$ cat src/hw/rtl/ffsa_pkg.sv
`timescale 1ns / 1ps
// Package for the first-fit slot allocator: status and opcode codes,
// controller states, and the command/status structs between controller and datapath.
// No dependencies.
package ffsa_pkg;

    localparam int DEV_W    = 16;
    localparam int KIND_W   = 8;
    localparam int AUX_W    = 32;
    localparam int SLOT_W   = 5;
    localparam int STATUS_W = 3;

    typedef enum logic [STATUS_W-1:0] {
        ST_ALLOCATED = 3'd0,
        ST_DUPLICATE = 3'd1,
        ST_FULL      = 3'd2,
        ST_RELEASED  = 3'd3,
        ST_UNUSED    = 3'd4
    } status_t;

    typedef enum logic [0:0] {
        OP_ALLOC   = 1'b0,
        OP_RELEASE = 1'b1
    } op_t;

    typedef enum logic [1:0] {
        S_IDLE,
        S_SCAN,
        S_REL,
        S_EMIT
    } state_t;

    // Controller -> datapath commands
    typedef struct packed {
        logic    capture;   // latch the input transaction, start scan at slot 0
        logic    advance;   // step the scan to the next slot
        logic    alloc;     // write the current slot and mark it busy
        logic    release_op;// clear the busy flag of the captured release slot
        logic    res_load;  // latch res_code as the pending result
        status_t res_code;
        logic    emit;      // move the pending result into the output register
    } ctrl_t;

    // Datapath -> controller status
    typedef struct packed {
        logic busy_hit;   // current scan slot is occupied
        logic dev_match;  // current scan slot holds the captured device
        logic last_idx;   // current scan slot is the last one
        logic rel_hit;    // release slot is in the table and occupied
        logic out_free;   // output register can take a result this cycle
    } stat_t;

endpackage

$ cat src/hw/rtl/ffsa_in_if.sv
`timescale 1ns / 1ps
// Request channel of the slot allocator: valid/ready plus request payload.
// Depends on ffsa_pkg.
interface ffsa_in_if;
    import ffsa_pkg::*;

    logic                     valid;
    logic                     ready;
    logic                     cmd;
    logic [DEV_W-1:0]         device_id;
    logic [KIND_W-1:0]        dev_kind;
    logic signed [AUX_W-1:0]  aux_word;
    logic [SLOT_W-1:0]        release_slot;

    modport source (output valid, cmd, device_id, dev_kind, aux_word, release_slot,
                    input ready);
    modport sink   (input valid, cmd, device_id, dev_kind, aux_word, release_slot,
                    output ready);
endinterface

$ cat src/hw/rtl/ffsa_out_if.sv
`timescale 1ns / 1ps
// Result channel of the slot allocator: valid/ready plus status and slot.
// Depends on ffsa_pkg.
interface ffsa_out_if;
    import ffsa_pkg::*;

    logic                valid;
    logic                ready;
    logic [STATUS_W-1:0] status;
    logic [SLOT_W-1:0]   slot;

    modport source (output valid, status, slot, input ready);
    modport sink   (input valid, status, slot, output ready);
endinterface

$ cat src/hw/rtl/ffsa_datapath.sv
`timescale 1ns / 1ps
// Datapath of the slot allocator: busy flags, entry memory, scan index,
// captured request and output register. Depends on ffsa_pkg.
module ffsa_datapath #(
    parameter int ENTRIES = 32
) (
    input  logic                           clk,
    input  logic                           rst_n,
    input  ffsa_pkg::ctrl_t                ctrl,
    output ffsa_pkg::stat_t                stat,
    input  logic [ffsa_pkg::DEV_W-1:0]     device_id,
    input  logic [ffsa_pkg::KIND_W-1:0]    dev_kind,
    input  logic signed [ffsa_pkg::AUX_W-1:0] aux_word,
    input  logic [ffsa_pkg::SLOT_W-1:0]    release_slot,
    input  logic                           out_ready,
    output logic                           out_valid,
    output ffsa_pkg::status_t              out_status,
    output logic [ffsa_pkg::SLOT_W-1:0]    out_slot
);
    import ffsa_pkg::*;

    localparam int IW = (ENTRIES > 1) ? $clog2(ENTRIES) : 1;
    localparam int XW = 9;  // holds any slot index and ENTRIES itself

    typedef struct packed {
        logic [AUX_W-1:0]  aux;
        logic [KIND_W-1:0] kind;
        logic [DEV_W-1:0]  dev;
    } entry_t;

    entry_t              mem [ENTRIES];
    entry_t              rd_reg;
    logic [ENTRIES-1:0]  busy_reg;

    logic [IW-1:0]       idx_reg, idx_next;
    logic [DEV_W-1:0]    dev_reg;
    logic [KIND_W-1:0]   kind_reg;
    logic [AUX_W-1:0]    aux_reg;
    logic [SLOT_W-1:0]   rel_reg;

    status_t             res_status_reg;
    logic [SLOT_W-1:0]   res_slot_reg;
    logic                out_valid_reg;
    status_t             out_status_reg;
    logic [SLOT_W-1:0]   out_slot_reg;

    logic [XW-1:0]       rel_wide;
    logic [XW-1:0]       idx_wide;
    logic [IW-1:0]       rel_idx;
    logic                rel_in_range;
    logic [SLOT_W-1:0]   res_slot_next;

    // Scan index; the memory is addressed with the next index, so its registered read lines up with the compare
    always_comb
    begin
        idx_next = idx_reg;
        if (ctrl.capture)
        begin
            idx_next = '0;
        end
        else if (ctrl.advance)
        begin
            idx_next = idx_reg + IW'(1);
        end
    end

    always_ff @(posedge clk or negedge rst_n)
    begin
        if (!rst_n)
        begin
            idx_reg <= '0;
        end
        else
        begin
            idx_reg <= idx_next;
        end
    end

    always_ff @(posedge clk)
    begin
        if (ctrl.capture)
        begin
            dev_reg  <= device_id;
            kind_reg <= dev_kind;
            aux_reg  <= aux_word;
            rel_reg  <= release_slot;
        end
    end

    // Entry memory: one write port, one registered read port
    always_ff @(posedge clk)
    begin
        if (ctrl.alloc)
        begin
            mem[idx_reg] <= '{aux: aux_reg, kind: kind_reg, dev: dev_reg};
        end
        rd_reg <= mem[idx_next];
    end

    assign rel_wide     = XW'(rel_reg);
    assign idx_wide     = XW'(idx_reg);
    assign rel_idx      = rel_wide[IW-1:0];
    assign rel_in_range = rel_wide < XW'(ENTRIES);

    always_ff @(posedge clk or negedge rst_n)
    begin
        if (!rst_n)
        begin
            busy_reg <= '0;
        end
        else
        begin
            if (ctrl.alloc)
            begin
                busy_reg[idx_reg] <= 1'b1;
            end
            if (ctrl.release_op && rel_in_range)
            begin
                busy_reg[rel_idx] <= 1'b0;
            end
        end
    end

    assign stat.busy_hit  = busy_reg[idx_reg];
    assign stat.dev_match = (rd_reg.dev == dev_reg);
    assign stat.last_idx  = (idx_reg == IW'(ENTRIES - 1));
    assign stat.rel_hit   = rel_in_range && busy_reg[rel_idx];
    assign stat.out_free  = !out_valid_reg || out_ready;

    assign res_slot_next = (ctrl.res_code == ST_ALLOCATED) ? idx_wide[SLOT_W-1:0] : '0;

    always_ff @(posedge clk)
    begin
        if (ctrl.res_load)
        begin
            res_status_reg <= ctrl.res_code;
            res_slot_reg   <= res_slot_next;
        end
        if (ctrl.emit)
        begin
            out_status_reg <= res_status_reg;
            out_slot_reg   <= res_slot_reg;
        end
    end

    always_ff @(posedge clk or negedge rst_n)
    begin
        if (!rst_n)
        begin
            out_valid_reg <= 1'b0;
        end
        else if (ctrl.emit)
        begin
            out_valid_reg <= 1'b1;
        end
        else if (out_ready)
        begin
            out_valid_reg <= 1'b0;
        end
    end

    assign out_valid  = out_valid_reg;
    assign out_status = out_status_reg;
    assign out_slot   = out_slot_reg;

`ifndef SYNTHESIS
    a_alloc_free_slot: assert property (@(posedge clk) disable iff (!rst_n)
        ctrl.alloc |-> !busy_reg[idx_reg])
        else $error("allocation overwrites a busy slot");

    a_alloc_marks_busy: assert property (@(posedge clk) disable iff (!rst_n)
        ctrl.alloc |=> busy_reg[$past(idx_reg)])
        else $error("allocated slot not marked busy");

    a_scan_in_table: assert property (@(posedge clk) disable iff (!rst_n)
        ctrl.advance |-> !stat.last_idx)
        else $error("scan advanced past the last slot");

    a_slot_zero: assert property (@(posedge clk) disable iff (!rst_n)
        (ctrl.emit && res_status_reg != ST_ALLOCATED) |=> out_slot_reg == '0)
        else $error("non-allocation result carries a nonzero slot");
`endif

endmodule

$ cat src/hw/rtl/ffsa_ctrl.sv
`timescale 1ns / 1ps
// Controller of the slot allocator: sequences capture, slot scan, release
// and result hand-off. Depends on ffsa_pkg.
module ffsa_ctrl (
    input  logic             clk,
    input  logic             rst_n,
    input  logic             in_valid,
    input  logic             in_cmd,
    input  ffsa_pkg::stat_t  stat,
    output ffsa_pkg::ctrl_t  ctrl,
    output logic             in_ready
);
    import ffsa_pkg::*;

    state_t state_reg, state_next;

    always_ff @(posedge clk or negedge rst_n)
    begin
        if (!rst_n)
        begin
            state_reg <= S_IDLE;
        end
        else
        begin
            state_reg <= state_next;
        end
    end

    always_comb
    begin
        state_next = state_reg;
        case (state_reg)
            S_IDLE:
            begin
                if (in_valid)
                begin
                    state_next = (in_cmd == OP_RELEASE) ? S_REL : S_SCAN;
                end
            end
            S_SCAN:
            begin
                if (!stat.busy_hit || stat.dev_match || stat.last_idx)
                begin
                    state_next = S_EMIT;
                end
            end
            S_REL:
            begin
                state_next = S_EMIT;
            end
            S_EMIT:
            begin
                if (stat.out_free)
                begin
                    state_next = S_IDLE;
                end
            end
            default:
            begin
                state_next = S_IDLE;
            end
        endcase
    end

    always_comb
    begin
        ctrl     = '{res_code: ST_FULL, default: 1'b0};
        in_ready = 1'b0;
        case (state_reg)
            S_IDLE:
            begin
                in_ready     = 1'b1;
                ctrl.capture = in_valid;
            end
            S_SCAN:
            begin
                if (!stat.busy_hit)
                begin
                    ctrl.alloc    = 1'b1;
                    ctrl.res_load = 1'b1;
                    ctrl.res_code = ST_ALLOCATED;
                end
                else if (stat.dev_match)
                begin
                    ctrl.res_load = 1'b1;
                    ctrl.res_code = ST_DUPLICATE;
                end
                else if (stat.last_idx)
                begin
                    ctrl.res_load = 1'b1;
                    ctrl.res_code = ST_FULL;
                end
                else
                begin
                    ctrl.advance = 1'b1;
                end
            end
            S_REL:
            begin
                ctrl.release_op = 1'b1;
                ctrl.res_load   = 1'b1;
                ctrl.res_code   = stat.rel_hit ? ST_RELEASED : ST_UNUSED;
            end
            S_EMIT:
            begin
                ctrl.emit = stat.out_free;
            end
            default:
            begin
                in_ready = 1'b0;
            end
        endcase
    end

`ifndef SYNTHESIS
    a_one_action: assert property (@(posedge clk) disable iff (!rst_n)
        $onehot0({ctrl.capture, ctrl.advance, ctrl.res_load, ctrl.emit}))
        else $error("controller issued conflicting commands");

    a_capture_leaves_idle: assert property (@(posedge clk) disable iff (!rst_n)
        ctrl.capture |=> (state_reg == S_SCAN || state_reg == S_REL))
        else $error("captured transaction did not start work");

    a_result_then_emit: assert property (@(posedge clk) disable iff (!rst_n)
        ctrl.res_load |=> state_reg == S_EMIT)
        else $error("result loaded without moving to hand-off");
`endif

endmodule

$ cat src/hw/rtl/first_fit_slot_allocator_top.sv
`timescale 1ns / 1ps
// Flow: an allocate result passes from the scan into the pending result register, then into
//   the output register once that is free; k (1..ENTRIES) slots are scanned, one slot per cycle.
// A release result passes through the release state instead of the scan. One transaction at a
//   time: a new request is taken only after the previous result has entered the output register.
// Reset (rst_n, async, active low) clears all busy flags at once; no clearing pass.
// A finished result waits in the output register while the next request is taken.
module first_fit_slot_allocator_top #(
    parameter int ENTRIES = 32
) (
    input  logic        clk,
    input  logic        rst_n,
    ffsa_in_if.sink     in_ch,
    ffsa_out_if.source  out_ch
);
    import ffsa_pkg::*;

    ctrl_t             ctrl;
    stat_t             stat;
    logic              in_ready;
    logic              out_valid;
    status_t           out_status;
    logic [SLOT_W-1:0] out_slot;

    // Controller: holds the state machine; in_ready is high only while idle
    ffsa_ctrl u_ctrl (
        .clk      (clk),
        .rst_n    (rst_n),
        .in_valid (in_ch.valid),
        .in_cmd   (in_ch.cmd),
        .stat     (stat),
        .ctrl     (ctrl),
        .in_ready (in_ready)
    );

    // Datapath: busy flags, entry memory, scan index and output register
    ffsa_datapath #(
        .ENTRIES (ENTRIES)
    ) u_dp (
        .clk          (clk),
        .rst_n        (rst_n),
        .ctrl         (ctrl),
        .stat         (stat),
        .device_id    (in_ch.device_id),
        .dev_kind     (in_ch.dev_kind),
        .aux_word     (in_ch.aux_word),
        .release_slot (in_ch.release_slot),
        .out_ready    (out_ch.ready),
        .out_valid    (out_valid),
        .out_status   (out_status),
        .out_slot     (out_slot)
    );

    assign in_ch.ready   = in_ready;
    assign out_ch.valid  = out_valid;
    assign out_ch.status = out_status;
    assign out_ch.slot   = out_slot;

endmodule
$ cat src/flat_wrapper.sv
// flat-port wrapper written by rule: the top's interface ports become plain ports
module first_fit_slot_allocator_top_flat import ffsa_pkg::*;
#(
    parameter int ENTRIES = 32
)
  (clk, rst_n, in_ch_valid, in_ch_cmd, in_ch_device_id, in_ch_dev_kind, in_ch_aux_word, in_ch_release_slot, in_ch_ready, out_ch_valid, out_ch_status, out_ch_slot, out_ch_ready);
  ffsa_in_if in_ch_i ();
  ffsa_out_if out_ch_i ();
  input  logic clk;
  input  logic rst_n;
  input wire logic [$bits(in_ch_i.valid)-1:0] in_ch_valid;
  input wire logic [$bits(in_ch_i.cmd)-1:0] in_ch_cmd;
  input wire logic [$bits(in_ch_i.device_id)-1:0] in_ch_device_id;
  input wire logic [$bits(in_ch_i.dev_kind)-1:0] in_ch_dev_kind;
  input wire logic [$bits(in_ch_i.aux_word)-1:0] in_ch_aux_word;
  input wire logic [$bits(in_ch_i.release_slot)-1:0] in_ch_release_slot;
  output wire logic [$bits(in_ch_i.ready)-1:0] in_ch_ready;
  output wire logic [$bits(out_ch_i.valid)-1:0] out_ch_valid;
  output wire logic [$bits(out_ch_i.status)-1:0] out_ch_status;
  output wire logic [$bits(out_ch_i.slot)-1:0] out_ch_slot;
  input wire logic [$bits(out_ch_i.ready)-1:0] out_ch_ready;
  assign in_ch_i.valid = in_ch_valid;
  assign in_ch_i.cmd = in_ch_cmd;
  assign in_ch_i.device_id = in_ch_device_id;
  assign in_ch_i.dev_kind = in_ch_dev_kind;
  assign in_ch_i.aux_word = in_ch_aux_word;
  assign in_ch_i.release_slot = in_ch_release_slot;
  assign in_ch_ready = in_ch_i.ready;
  assign out_ch_valid = out_ch_i.valid;
  assign out_ch_status = out_ch_i.status;
  assign out_ch_slot = out_ch_i.slot;
  assign out_ch_i.ready = out_ch_ready;
  first_fit_slot_allocator_top #(.ENTRIES(ENTRIES)) u_core (.clk(clk), .rst_n(rst_n), .in_ch(in_ch_i), .out_ch(out_ch_i));
endmodule
$ cat config.mk
export PLATFORM = sky130hd
export DESIGN_NAME = first_fit_slot_allocator_top_flat
export DESIGN_NICKNAME = d
export VERILOG_FILES = /design/src/hw/rtl/ffsa_pkg.sv /design/src/hw/rtl/ffsa_in_if.sv /design/src/hw/rtl/ffsa_out_if.sv /design/src/hw/rtl/ffsa_datapath.sv /design/src/hw/rtl/ffsa_ctrl.sv /design/src/hw/rtl/first_fit_slot_allocator_top.sv /design/src/flat_wrapper.sv
export SDC_FILE = /design/constraint.sdc
export NUM_CORES = 1
export LEC_CHECK = 0
export BUFFER_PORTS_ARGS = -buffer_cell sky130_fd_sc_hd__buf_2
export CORE_ASPECT_RATIO = 0.6
export CORE_MARGIN = 3
export CORE_UTILIZATION = 49
export DETAILED_ROUTE_END_ITERATION = 10
export PLACE_DENSITY = 0.62
export SETUP_SLACK_MARGIN = 0.1
export SLEW_MARGIN = 20
export SYNTH_ARGS = -nofsm -noshare
export SYNTH_HDL_FRONTEND = slang
export SYNTH_SLANG_ARGS = --single-unit
$ cat constraint.sdc
create_clock -name clk -period 9.7 [get_ports clk]
set_input_delay 0.485 -clock clk [delete_from_list [all_inputs] [get_ports clk]]
set_output_delay 0.485 -clock clk [all_outputs]
set_load 0.01 [all_outputs]
==> results.txt <==
The biggest area contributor in the post-synthesis netlist is sky130_fd_sc_hd__edfxtp_1. The largest vdd supply drop is roughly 0.00017 V. Compared with the post-synthesis result, the final layout area differs by 11.7%. The total via count after detailed routing is 14170. The final count of hold timing violations is 0. The clock skew after layout is about 0.024 ns. The worst register-to-register path begins at u_core.u_dp.idx_reg[3].

The worst setup slack after placement is about 4.3 ns. The area share of the largest cell type after synthesis came out at 0.681. After detailed routing, the number of vias per cell comes to a little under 6. The starting DRC count in detailed routing came out at ~1800.

The first global-routing pass estimated around 90000 um of wire. The instance count after placement with tap cells included is around 2300. The number of input and output port buffers inserted is 35. Counting every sink on the clock net gives between 600 and 700. The placer's final routability congestion estimate came out at just under 0.9. The distinct cell type count of the synthesized netlist is 61. The type of the setup path with the least slack is flip-flop to flip-flop. The flip-flop count of the largest register after layout is a little over 500. In this run the tightest slew margin relative to its limit is 0.336. The layout cell share with drive strength beyond 1 came out at 0.133. The number of max-slew violations in the final report is 0. The switching share of power came out at 0.326.

The maximum buffer depth of the clock tree is 3. Internal power comes to 4.87 mW. The worst setup path is captured at a flip-flop.

On the worst path, the slowest cell contributes a delay of between 0.8 and 0.9 ns. The starting density of the core is 0.501. The cell count after synthesis is 1636.

The number of nets still failing antenna checks after routing came out at 0. The first-pass iteration count of the detailed router came out at 5. Measured in cells, the most critical reg-to-reg path has a length of 13. The final setup violation count is 0.

The clock tree from TritonCTS is yes. The total CTS buffers came out at 53. The critical path depth in cells came out at 13. The number of synthesized register bits is approximately 610. The filler-free cell count of the finished design is approximately 2400.

The proportion of register bits with asynchronous set or reset after synthesis is 0.0661. The slowest stage of the critical path is the sky130_fd_sc_hd__buf_4 cell. The accumulated negative setup slack is 0 ns.

The remaining design rule violation count came out at 0. The region available for standard cell placement spans between 40000 and 50000 um^2. During synthesis, Yosys emitted a total of 0 warnings. The worst setup path is launched from a flip-flop. The predominant post-synthesis flop cell is sky130_fd_sc_hd__edfxtp_1.

After detailed routing, the average wire length per cell comes to roughly 26 um. The power share of the combinational group came out at 0.274. The cell sitting at the root of the clock tree is a sky130_fd_sc_hd__clkbuf_16. Summed over all nets, wire length on met3 after detailed routing comes to ~7100 um. After detailed routing, no signal wire sits above met5. The signal on the critical path passes through nand3b_1 > o21ai_0 > nor3_1 > o21ai_1 > and3_4 > mux2i_4 > buf_12 > inv_4 > buf_4 > nand2_1 > nand4_1 > nand4_1 > nor4_1. The transition at the pin with the smallest max-transition slack came out at roughly 1 ns. The dominant cell type by count on the critical path is sky130_fd_sc_hd__nand4_1. The largest net degree at the start of global routing came out at ~160. The leftover overflow at the end of global routing is 0. During I/O placement, the number of pins put on the boundary was 76. The clock period could shrink to about 5.7 ns.

The ratio of final minimum period to clock period is 0.583. The part of the power in the clock network came out at 0.287. After legalization and detailed placement, the total HPWL measured between 30000 and 40000 um. The count of nets after finishing is 1778. Among cell families on the critical path, the largest total delay comes from simple AND/OR/NAND/NOR gates. The count of flip-flops with a built-in enable after synthesis came out at roughly 550.

Of all nets on the critical path, the largest fanout is approximately 160. The total power density per cell area came out at 267 nW/um^2. In this run, post-CTS hold repair placed 0 buffers. Across all setup checks in the final design, the least slack found is about 4.0 ns. The total leakage power came out at 9.44 nW. The quantity of gates resized following cts is 0. The total routed wirelength came out at slightly above 60000 um. The most critical setup path has its startpoint at u_core.u_dp.idx_reg[3].

Across every metal layer, demand over resource in global routing totals 0.238. At the worst endpoint, the required time is approximately 10 ns. The post-CTS setup buffer count came out at 0.

Counting both buffers and inverters, the worst setup path holds a total of 3. The number of fill cells came out at about 3900. The number of antenna violations at the first check in global routing is 4. The reported max-cap violation count came out at 0.

The mapped netlist covers between 20000 and 25000 um^2. Counting every net in the synthesized netlist gives ~1700. The maximum level of the CTS H-tree is 2.

The run finished with clean final reports. After synthesis, the cell types taking the most area are sky130_fd_sc_hd__edfxtp_1 (68%), sky130_fd_sc_hd__mux2i_1 (5.9%), sky130_fd_sc_hd__dfrtp_1 (4.1%), sky130_fd_sc_hd__nand2_1 (3.8%), sky130_fd_sc_hd__nand3_1 (1.9%). The width of the die came out at between 200 and 300 um. The most numerous cell in the Yosys netlist is sky130_fd_sc_hd__edfxtp_1. The row count is just over 60. The post-synthesis average cell area is around 15 um^2. Setup repair after global routing left no endpoint under its margin. Summed over all nets, the switching power comes to around 2.4 mW. The area of the multi-input gates came out at about 6100 um^2. The via count of the first global-routing pass is about 13000. The total met2 wirelength after detailed routing came out at around 25000 um. The sequential area share after synthesis is 0.735. The die is between 150 and 200 um tall. The power consumption came out at a little over 7 mW. In this run the worst hold path is classified as input pin to asynchronous set/reset pin.

The area occupied by registers came out at between 15000 and 20000 um^2. After clock tree synthesis, the clock-pin slew on the worst setup and hold paths is 0.06 ns. Once layout is complete, the utilization of the core stands at 0.560. The floorplan step defined a die boundary enclosing ~52000 um^2. Derived from the worst setup path, the maximum achievable clock frequency is around 180 MHz. The clock insertion delay at the later pin of the skew report is 0.58 ns. The worst endpoint data arrival time is around 6.1 ns. The commonest cells after synthesis are sky130_fd_sc_hd__edfxtp_1 (549), sky130_fd_sc_hd__nand2_1 (246), sky130_fd_sc_hd__mux2i_1 (142). Of the total power, registers draw 0.439.

The wire length the detailed router placed on met1 is approximately 28000 um.
-- area by class of cell --
type,count,share of cell area
Multi-Input combinational cell,933,0.224
Tap cell,640,0.0296
Timing Repair Buffer,94,0.0233
Antenna cell,1,0.0000925
Sequential cell,605,0.658
Clock buffer,64,0.0521
Inverter,16,0.00231
Clock inverter,36,0.0108
-- routing by layer --
metal,GRT usage,up-vias
met5,0,-
met4,0.0603,4
met2,0.328,635
met3,0.0769,96
li1,-,6339
met1,0.364,7096
-- layout by cell type, fill, tap and decap left out, types with 11 or more instances in the layout --
cell type / netlist / routed
sky130_fd_sc_hd__edfxtp_1: 549 / 549
sky130_fd_sc_hd__a22oi_1: 18 / 18
sky130_fd_sc_hd__o2111ai_1: 16 / 16
sky130_fd_sc_hd__mux2i_1: 142 / 142
sky130_fd_sc_hd__nand4_1: 35 / 35
sky130_fd_sc_hd__o22a_1: 12 / 12
sky130_fd_sc_hd__clkbuf_16: 0 / 55
sky130_fd_sc_hd__nor4_2: 11 / 11
sky130_fd_sc_hd__buf_2: 34 / 35
sky130_fd_sc_hd__xor2_1: 16 / 16
sky130_fd_sc_hd__a311o_1: 16 / 16
sky130_fd_sc_hd__dfxtp_1: 16 / 16
sky130_fd_sc_hd__nand2_1: 246 / 245
sky130_fd_sc_hd__nand3_1: 94 / 94
sky130_fd_sc_hd__buf_4: 13 / 58
sky130_fd_sc_hd__dfrtp_1: 40 / 40
sky130_fd_sc_hd__nor2_1: 110 / 84
sky130_fd_sc_hd__o22ai_1: 21 / 21
sky130_fd_sc_hd__and2_1: 43 / 43
sky130_fd_sc_hd__clkinv_1: 0 / 13
sky130_fd_sc_hd__nor4_1: 11 / 11
sky130_fd_sc_hd__inv_1: 14 / 14
sky130_fd_sc_hd__a21oi_1: 25 / 24
sky130_fd_sc_hd__nor2_2: 1 / 23
sky130_fd_sc_hd__a211oi_1: 33 / 33
-- logic make-up after synthesis --
kind of cell	after synthesis	share of synthesized area
DFF	605	0.735
and+or+nand+nor	584	0.113
AOI/OAI and AO/OA	167	0.0506
muxes	155	0.0699
buffers and inverters	98	0.0190
xor gates and xnor gates	18	0.00728
adders and majority gates	9	0.00465
-- final timing paths --
check	to	slack, ns
max in group asynchronous	u_core.u_dp.busy_reg[12]	9.00
worst max-delay path	u_core.u_dp.rd_reg[4]	4.04
worst min-delay path	u_core.u_dp.busy_reg[9]	0.07
worst min register to register	u_core.u_dp.out_slot[0]	0.42
worst max register to register	u_core.u_dp.rd_reg[4]	4.04
min in group clk	u_core.u_dp.dev_reg[2]	0.07
-- through the flow --
step                area, um^2  hold WS [ns]
floorplan                24200         0.189
global placement         25300         0.413
detailed placement       25300         0.407
CTS                      27000        0.0510
global route             27100        0.0530
finish                   27100        0.0734
-- power by group through the flow --
stage | Combinational [mW] | Clock [mW] | Sequential, mW
finish | 1.98 | 2.07 | 3.17
global route | 2.12 | 2.22 | 3.19
CTS | 1.96 | 2.11 | 3.17
detailed placement | 1.95 | 0 | 3.23
global placement | 1.91 | 0 | 3.22
floorplan | 1.29 | 0 | 3.25
(Power assumes the default switching activity.)
